File: src/hw/rtl/midpoint_circle_rasterizer_defines.svh
// Assertion macros used by the circle rasterizer datapath.
`ifndef MIDPOINT_CIRCLE_RASTERIZER_DEFINES_SVH
`define MIDPOINT_CIRCLE_RASTERIZER_DEFINES_SVH

// Checked property, clocked on clk and disabled while reset is high.
`define MCR_ASSERT(lbl, prop, msg) \
  lbl: assert property (@(posedge clk) disable iff (rst) (prop)) else $error(msg);

// Checked property that also holds during reset.
`define MCR_ASSERT_ALWAYS(lbl, prop, msg) \
  lbl: assert property (@(posedge clk) (prop)) else $error(msg);

`endif

File: src/hw/rtl/mcr_pkg.sv
// Package with the word types, constants and control types of the circle rasterizer.
package mcr_pkg;

  // Geometry limits.
  localparam int MAX_RADIUS  = 63;
  localparam int COORD_BITS  = 10;

  // Fixed field widths of the words.
  localparam int CENTER_BITS = 10;
  localparam int RADIUS_BITS = 6;
  localparam int OUT_BITS    = 12;
  localparam int OFS_BITS    = 7;
  localparam int DEC_BITS    = 10;

  localparam logic [CENTER_BITS-1:0] CENTER_MASK = CENTER_BITS'((1 << COORD_BITS) - 1);

  // Input word: one circle command.
  typedef struct packed {
    logic [CENTER_BITS-1:0] center_col;
    logic [CENTER_BITS-1:0] center_row;
    logic [RADIUS_BITS-1:0] radius;
  } circle_t;

  // Output word: eight mirrored points of one pass.
  typedef struct packed {
    logic signed [OUT_BITS-1:0] col_near_pos;
    logic signed [OUT_BITS-1:0] col_near_neg;
    logic signed [OUT_BITS-1:0] col_far_pos;
    logic signed [OUT_BITS-1:0] col_far_neg;
    logic signed [OUT_BITS-1:0] row_near_pos;
    logic signed [OUT_BITS-1:0] row_near_neg;
    logic signed [OUT_BITS-1:0] row_far_pos;
    logic signed [OUT_BITS-1:0] row_far_neg;
    logic                       is_cardinal;
    logic                       last_point;
  } points_t;

  // Controller states.
  typedef enum logic [0:0] {
    ST_IDLE,
    ST_RUN
  } state_t;

  // Commands from the controller to the datapath.
  typedef struct packed {
    logic load;
    logic emit_loop;
    logic emit_final;
  } cmd_t;

  // Status from the datapath to the controller.
  typedef struct packed {
    logic more;
    logic slot_free;
  } status_t;

endpackage

File: src/hw/rtl/mcr_ctrl.sv
// Controller state machine of the circle rasterizer.
module mcr_ctrl
  import mcr_pkg::*;
(
  input  logic    clk,
  input  logic    rst,
  input  logic    circle_valid,
  output logic    circle_stall,
  input  status_t status,
  output cmd_t    cmd
);

  state_t state, state_next;

  // State register.
  always_ff @(posedge clk) begin
    if (rst) begin
      state <= ST_IDLE;
    end else begin
      state <= state_next;
    end
  end

  // Next state and commands.
  always_comb begin
    state_next     = state;
    cmd            = '0;
    circle_stall   = 1'b1;
    case (state)
      ST_IDLE: begin
        circle_stall = 1'b0;
        if (circle_valid) begin
          cmd.load   = 1'b1;
          state_next = ST_RUN;
        end
      end
      ST_RUN: begin
        // A word is produced only when the output register can take it.
        if (status.slot_free) begin
          if (status.more) begin
            cmd.emit_loop = 1'b1;
          end else begin
            cmd.emit_final = 1'b1;
            state_next     = ST_IDLE;
          end
        end
      end
      default: begin
        state_next = ST_IDLE;
      end
    endcase
  end

endmodule

File: src/hw/rtl/mcr_datapath.sv
// Datapath of the circle rasterizer: offsets, decision value and output register.
`include "midpoint_circle_rasterizer_defines.svh"

module mcr_datapath
  import mcr_pkg::*;
(
  input  logic    clk,
  input  logic    rst,
  input  circle_t circle,
  input  cmd_t    cmd,
  output status_t status,
  output logic    points_valid,
  input  logic    points_stall,
  output points_t points
);

  logic        [OFS_BITS-1:0]    x, y;
  logic signed [DEC_BITS-1:0]    d;
  logic        [CENTER_BITS-1:0] held_col, held_row;
  logic        [RADIUS_BITS-1:0] held_radius;

  logic        [OFS_BITS-1:0]    x_next, y_next;
  logic signed [DEC_BITS-1:0]    d_next;
  logic signed [DEC_BITS-1:0]    two_x, two_y;
  logic        [RADIUS_BITS-1:0] radius_sat;
  logic        [OFS_BITS-1:0]    ox, oy;
  logic        [OUT_BITS-1:0]    cc, cr, oxw, oyw;
  points_t                       word_next;

  // Radius saturation for the incoming command.
  assign radius_sat = (OFS_BITS'(circle.radius) > OFS_BITS'(MAX_RADIUS)) ?
                      RADIUS_BITS'(MAX_RADIUS) : circle.radius;

  // One midpoint pass.
  assign two_x = DEC_BITS'({x, 1'b0});
  assign two_y = DEC_BITS'({y, 1'b0});
  always_comb begin
    x_next = x + OFS_BITS'(1);
    if (d[DEC_BITS-1]) begin
      d_next = d + two_x + DEC_BITS'(3);
      y_next = y;
    end else begin
      d_next = d + two_x - two_y + DEC_BITS'(5);
      y_next = y - OFS_BITS'(1);
    end
  end

  assign status.more      = (x < y);
  assign status.slot_free = !points_valid || !points_stall;

  // Mirrored coordinates; the final word uses the axis offsets.
  assign ox  = cmd.emit_final ? '0 : x_next;
  assign oy  = cmd.emit_final ? OFS_BITS'(held_radius) : y_next;
  assign cc  = OUT_BITS'(held_col);
  assign cr  = OUT_BITS'(held_row);
  assign oxw = OUT_BITS'(ox);
  assign oyw = OUT_BITS'(oy);

  always_comb begin
    word_next.col_near_pos = cc + oxw;
    word_next.col_near_neg = cc - oxw;
    word_next.col_far_pos  = cc + oyw;
    word_next.col_far_neg  = cc - oyw;
    word_next.row_near_pos = cr + oxw;
    word_next.row_near_neg = cr - oxw;
    word_next.row_far_pos  = cr + oyw;
    word_next.row_far_neg  = cr - oyw;
    word_next.is_cardinal  = cmd.emit_final;
    word_next.last_point   = cmd.emit_final;
  end

  // Loop state and latched command.
  always_ff @(posedge clk) begin
    if (rst) begin
      x           <= '0;
      y           <= '0;
      d           <= '0;
      held_col    <= '0;
      held_row    <= '0;
      held_radius <= '0;
    end else if (cmd.load) begin
      x           <= '0;
      y           <= OFS_BITS'(radius_sat);
      d           <= DEC_BITS'(1) - DEC_BITS'(radius_sat);
      held_col    <= circle.center_col & CENTER_MASK;
      held_row    <= circle.center_row & CENTER_MASK;
      held_radius <= radius_sat;
    end else if (cmd.emit_loop) begin
      x <= x_next;
      y <= y_next;
      d <= d_next;
    end
  end

  // Output register valid flag.
  always_ff @(posedge clk) begin
    if (rst) begin
      points_valid <= 1'b0;
    end else if (cmd.emit_loop || cmd.emit_final) begin
      points_valid <= 1'b1;
    end else if (!points_stall) begin
      points_valid <= 1'b0;
    end
  end

  // Output register word.
  always_ff @(posedge clk) begin
    if (cmd.emit_loop || cmd.emit_final) begin
      points <= word_next;
    end
  end

  `MCR_ASSERT_ALWAYS(a_cmd_onehot, $onehot0({cmd.load, cmd.emit_loop, cmd.emit_final}), "more than one datapath command")
  `MCR_ASSERT(a_y_bound, (y <= OFS_BITS'(held_radius)), "y offset above latched radius")
  `MCR_ASSERT(a_overshoot, (x <= y + OFS_BITS'(1)), "x offset passed y by more than one")
  `MCR_ASSERT(a_final_word, cmd.emit_final |=> (points_valid && points.last_point && points.is_cardinal), "final word not flagged")
  `MCR_ASSERT(a_no_overwrite, (points_valid && points_stall) |-> !(cmd.emit_loop || cmd.emit_final), "stalled word overwritten")

endmodule

File: src/hw/rtl/midpoint_circle_rasterizer.sv
// Top level of the midpoint circle rasterizer.
//
//   channel  | handshake                   | word
//   ---------+-----------------------------+----------------------------
//   circle   | circle_valid / circle_stall | circle_t: center, radius
//   points   | points_valid / points_stall | points_t: 8 points + flags
//
// A circle of radius r gives about r/1.41 loop words plus one final word,
// at most one word per cycle, set by the single midpoint pass unit.
// A circle is accepted in the idle state, after which the run state produces its words.
// The next circle is accepted in the cycle after its final word is registered.
// A stall on points holds the output register and the pass unit waits.
// Reset is synchronous and returns the block to idle with no word pending.
module midpoint_circle_rasterizer
  import mcr_pkg::*;
(
  input  logic    clk,
  input  logic    rst,
  input  logic    circle_valid,
  output logic    circle_stall,
  input  circle_t circle,
  output logic    points_valid,
  input  logic    points_stall,
  output points_t points
);

  cmd_t    cmd;
  status_t status;

  mcr_ctrl u_ctrl (
    .clk          (clk),
    .rst          (rst),
    .circle_valid (circle_valid),
    .circle_stall (circle_stall),
    .status       (status),
    .cmd          (cmd)
  );

  mcr_datapath u_datapath (
    .clk          (clk),
    .rst          (rst),
    .circle       (circle),
    .cmd          (cmd),
    .status       (status),
    .points_valid (points_valid),
    .points_stall (points_stall),
    .points       (points)
  );

endmodule

File: config.mk
export PLATFORM = sky130hd
export DESIGN_NAME = midpoint_circle_rasterizer
export DESIGN_NICKNAME = d
export VERILOG_FILES = /design/src/hw/rtl/mcr_pkg.sv /design/src/hw/rtl/mcr_ctrl.sv /design/src/hw/rtl/mcr_datapath.sv /design/src/hw/rtl/midpoint_circle_rasterizer.sv
export VERILOG_INCLUDE_DIRS = /design/src /design/src/hw/rtl
export SDC_FILE = /design/constraint.sdc
export NUM_CORES = 1
export LEC_CHECK = 0
export ABC_CLOCK_PERIOD_IN_PS = 5130
export CAP_MARGIN = 20
export CORE_UTILIZATION = 60
export DETAILED_ROUTE_END_ITERATION = 7
export DONT_BUFFER_PORTS = 1
export HOLD_SLACK_MARGIN = 0.06
export PLACE_DENSITY = 0.73
export SYNTH_ARGS = -nofsm -noshare
export SYNTH_HDL_FRONTEND = slang
export SYNTH_SLANG_ARGS = --single-unit
File: constraint.sdc
create_clock -name clk -period 5.13 [get_ports clk]
set_input_delay 0.2565 -clock clk [delete_from_list [all_inputs] [get_ports clk]]
set_output_delay 0.2565 -clock clk [all_outputs]
set_load 0.005 [all_outputs]
Yosys cells after proc, flatten, opt, wreduce, memory -nomap -nowiden
Index checks and enable logic that the tools add are counted.
{"block": "op_classes", "reduce_logical": 6, "n_shift": 0, "n_mux": 19, "n_eq_ne": 1, "div": 0, "n_addsub": 15, "n_lt_le_gt_ge": 1, "n_bitwise": 1, "multipliers": 0}
{"op": "10-bit by 7-bit adder with 11-bit output", "n": 4}
{"op": "10-bit by 7-bit subtractor with 11-bit output", "n": 4}
{"op": "10-bit 2-to-1 mux", "n": 3}
{"op": "7-bit 2-to-1 mux", "n": 3}
{"op": "6-bit 2-to-1 mux", "n": 2}
{"op": "10-bit by 3-bit adder with 10-bit output, second input constant", "n": 1}
{"op": "10-bit by 4-bit adder with 10-bit output, second input constant", "n": 1}
{"op": "10-bit by 9-bit adder with 10-bit output", "n": 1}
{"op": "10-bit by 9-bit subtractor with 10-bit output", "n": 1}
{"op": "1-bit 2-to-1 mux", "n": 8}
{"op": "7-bit by 1-bit adder with 7-bit output, second input constant", "n": 1}
{"op": "7-bit < comparator", "n": 1}
{"op": "1-bit by 6-bit subtractor with 7-bit output, first input constant", "n": 1}
{"op": "7-bit by 1-bit subtractor with 7-bit output, second input constant", "n": 1}
{"op": "2-bit 2-to-1 mux", "n": 2}
{"op": "1-bit zero test", "n": 2}
{"op": "1-bit logical OR", "n": 2}
{"op": "2-bit by 1-bit != test with 1-bit output, second input constant", "n": 1}
{"op": "1-bit one-hot mux with 2 select lines", "n": 1}
{"op": "2-bit nonzero test", "n": 1}
{"op": "2-bit OR reduction", "n": 1}
{"op": "1-bit NOT", "n": 1}
{"block": "totals", "mem_bits_rw": 0, "ff_bits": 149, "rom_bits": 0, "memories": 0, "latch_bits": 0}

Depth between registers and ports, before layout
{"block": "depth", "word_depth": 6, "depth_mapped": 19}

Modules after synthesis
From an unflattened synthesis, not the netlist that was laid out.
{"block": "hier_totals", "hier_cells": 885, "hier_area_um2": 8805.9}
{"module": "mcr_datapath", "cells_each": 879, "area_per_inst_um2": 8743.4, "seq_area_each_um2": 3573.4, "n_inst": 1}
{"module": "mcr_ctrl", "cells_each": 6, "area_per_inst_um2": 62.6, "seq_area_each_um2": 20.0, "n_inst": 1}

Least setup slack after synthesis
No wires, ideal clock.
{"block": "synth_path", "path_kind": "register to register", "start": "register u_datapath.y[1]", "end": "register, netlist name u_datapath.points[70]", "setup_ns": 0.270, "t_required_ns": 4.860, "synth_period_minus_slack_ns": 3.733, "arrival_time_ns": 3.463, "path_buffers": 1, "path_slack_ns": 1.397, "stages_incl_launch_ff": 18, "cell_sequence": "dfxtp_1 > inv_1 > ha_1 > a211o_1 > a211oi_2 > nor2_1 > buf_6 > nand2_1 > o21ai_0 > ha_1 > fa_1 > a21o_1 > a21o_1 > a21o_1 > a21oi_1 > nor2_1 > o21ai_0 > xnor2_1"}
{"item": "start, declared", "line": "mcr_datapath.sv:17", "source": "logic [OFS_BITS-1:0] x, y;"}
{"item": "start signal, assigned", "line": "mcr_datapath.sv:83", "source": "y <= OFS_BITS'(radius_sat);"}
{"item": "start signal, assigned", "line": "mcr_datapath.sv:90", "source": "y <= y_next;"}

==> flow_summary.toml <==
[outcome]
status = "completed"

[sta]
grt_setup_unrepaired = "false"
max_slew_margin_pct = 24.9
worst_pin_slew_ns = 1.13
finClkSkew_ns = 0.00701
finalSetupViolCount = 0
post-route-period-util_pct = 85.5
finalCriticalPeriod_ns = 4.39
hold_viol = 0
drv_slew = 0
fmax_mhz = 228
holdWs_ns = 0.0630
fin_tns_setup_ns = 0

[drt]
drtPass1Iterations = 5
drt-met1-wl_um = 8830
ant_nets = 0
wl_met3_um = 1070
drc_errors = 0
drt-initial-drc-count = 447
vias_per_cell = 5.83
route.vias.total = 6378
drt_wl_total_um = 20600
highest_layer = "met4"
wl_met2_um = 10100
wire_per_inst_um = 18.8

[cts]
cts.clk_slew.worst_paths_ns = 0.06
post-cts-setup-buffer-count = 0
ctsResizeCount = 0
htree_num_levels = 4
clock-root-buffer = "clkbuf_16"
cts_buffers = 17
clock_path_buffers = 2
clk_latency_ns = 0.43
cts_num_sinks = 137
cts_tree = "yes"

[finish]
post-route-util_pct = 68.7
syn_to_final_growth_pct = 10.7
drive_gt1_share_pct = 6.02
nets = 1039
fillers = 1081
final_cells = 1094
antenna_cells = 0

[power_and_ir_drop]
vdd_drop_max_mv = 0.245
power_mw = 4.10
p_leak_nw = 3.97
powerDensity_nw_per_um2 = 427

[setup_path]
rrSetupSlack_ns = 0.74
arrival_ns = 4.55
cp.required_ns = 5.29
critPathLaunchType = "flip-flop"
critical_path_class = "flip-flop to flip-flop"
cp-end-kind = "flip-flop"
cp_max_fo = 14

[synth]
async_reset_ff_share_pct = 0
yosys.area_share.adder_pct = 16.4
yosysTopAreaCell = "edfxtp_1"
synth_area_leaders = "edfxtp_1, ha_1, dfxtp_1"
syn_inst = 888
synth_cell_types = 53
netlist_area_um2 = 8680
synthMuxAreaShare_pct = 1.24
synth-edff-count = 85
post_synth.cell_area_avg_um2 = 9.78
yosys_warnings = 0
synth.top_cell.area_share_pct = 29.4
yosys.area_share.simple_pct = 12.6
ys_seq_area_share_pct = 41.4
synth-main-ff-cell = "edfxtp_1"
synth_xor_area_share_pct = 9.88
synth_compound_area_share_pct = 12.8
synth_top_family_by_area = "adder cells"
synth_seq_cells = 137

[placed_design]
dp_cells = 1035
gp_congestion = 0.944
dpl.hpwl_um = 14800
numPortBuffers = 0

[global_routing]
antenna_found_initial = 0
grt_max_degree = 89
grt_pass1_wl_um = 32700
grt_usage_pct = 28.7
grt_pass1_vias = 6388
grt_overflow = 0

[hold_path]
hold_path_class = "input port to flip-flop"

[floorplanning]
dieArea_um2 = 15000
rows = 43
io_pins = 130
core_area_um2 = 14000
start_util_pct = 62.1
die_h_um = 122
die_w_um = 122

[flow_run]
maxCapViolations = 0
[cell usage after synthesis (all sizes together) (8+ instances only)]
cell,count
a211oi,8
a21o,9
a21oi,76
buf,27
clkbuf,14
dfxtp,52
edfxtp,85
fa,10
ha,98
inv,69
nand2,94
nand2b,12
nand3,9
nor2,71
nor2b,10
nor3,16
o21ai,36
o21bai,14
xnor2,57
xor2,41
[power breakdown]
group | internal, mW | switching, mW | total [mW]
Sequential | 1.42 | 0.124 | 1.55
Clock | 0.787 | 0.479 | 1.27
Combinational | 0.523 | 0.768 | 1.29
Total | 2.73 | 1.37 | 4.10
[routing by layer]
layer | GRT usage [%] | vias up
met3 | 5.34 | 46
met4 | 11.7 | 0
met5 | 0 | -
li1 | - | 3050
met1 | 35.5 | 3058
met2 | 49.3 | 224
[state kept, by name (all words and copies together), names as in the netlist]
name	count
u_datapath.points	85
u_datapath.d	10
u_datapath.held_col	10
u_datapath.held_row	10
u_datapath.x	7
u_datapath.y	7
u_datapath.held_radius	6
u_ctrl.state	1
u_datapath.points_valid	1
[cells in the final DEF, fill, tap and decap left out, types with 3 or more instances in the layout]
cell,netlist,layout
clkbuf_16,0,17
inv_1,69,68
conb_1,1,4
nor3_1,16,16
nand3_1,9,9
o21a_1,5,5
a31oi_1,4,4
and3_1,4,4
buf_4,14,5
or3_1,6,6
nor3b_1,5,5
xnor2_1,57,57
mux2_2,6,6
and2_1,3,3
nor2b_1,10,9
a21oi_1,76,76
edfxtp_1,85,85
clkinvlp_4,0,3
nand2_1,94,94
o21ai_0,36,36
nand2b_1,12,12
nor2_1,71,71
o211ai_1,6,6
xor2_1,41,41
or2_2,7,7
a211o_1,5,5
fa_1,10,10
a211oi_1,7,7
dlygate4sd3_1,0,26
a21o_1,9,9
dfxtp_1,52,52
a21boi_0,4,4
bufinv_16,0,3
clkinv_2,0,3
mux2i_1,4,4
ha_1,98,98
o21bai_1,14,14
[worst paths after layout]
check,from,endpoint,cells past startpoint
worst max-delay path,u_datapath.y[1],u_datapath.points[70],17
worst min-delay path,circle[1],u_datapath.d[1],2
worst max register to register,u_datapath.y[1],u_datapath.points[70],17
worst min register to register,u_datapath.held_radius[3],u_datapath.held_radius[3],2
[area by class of cell]
cell class | count | area [um2] | share of cell area (%)
tap | 180 | 225 | 2.34
multi-input combinational | 644 | 4610 | 48.0
sequential | 137 | 3590 | 37.4
clock inverter | 12 | 148 | 1.54
clock buffer | 20 | 457 | 4.75
timing repair buffer | 32 | 318 | 3.31
inverter | 69 | 260 | 2.71
[cells by family (layout without fill, tap and decap cells)]
logic type / count (synthesis) / after routing
AO/OA/AOI/OAI: 181 / 181
XOR/XNOR: 98 / 98
adder cells (fa/ha/maj): 108 / 108
buffers and inverters: 110 / 133
flip-flops: 137 / 137
multiplexers: 10 / 10
other: 1 / 4
AND/OR/NAND/NOR: 243 / 243
[critical path: stages, from the launching register on]
cell,delay [ns]
dfxtp_1,0.41
inv_1,0.10
ha_1,0.31
a211o_1,0.28
a211oi_2,0.39
nor2_1,0.10
buf_4,0.21
nand2_1,0.07
o21ai_0,0.25
ha_1,0.33
fa_1,0.41
a21o_1,0.19
a21o_1,0.21
a21o_1,0.19
a21oi_1,0.28
nor2_1,0.09
o21ai_0,0.22
xnor2_1,0.09
[repair_timing]
item	4_1_cts	5_1_grt
hold buffers	27	0
hold endpoints to repair	41	0
setup endpoints to repair	0	0
[stage by stage]
stage | setup slack [ns] | instance area, um2
global route | 0.469 | 9620
finish | 0.743 | 9620
CTS | 0.797 | 9620
global placement | 0.958 | 8730
floorplan | 1.40 | 8700
detailed placement | 0.846 | 8730
Note: power is estimated with default switching activity, not from simulation.
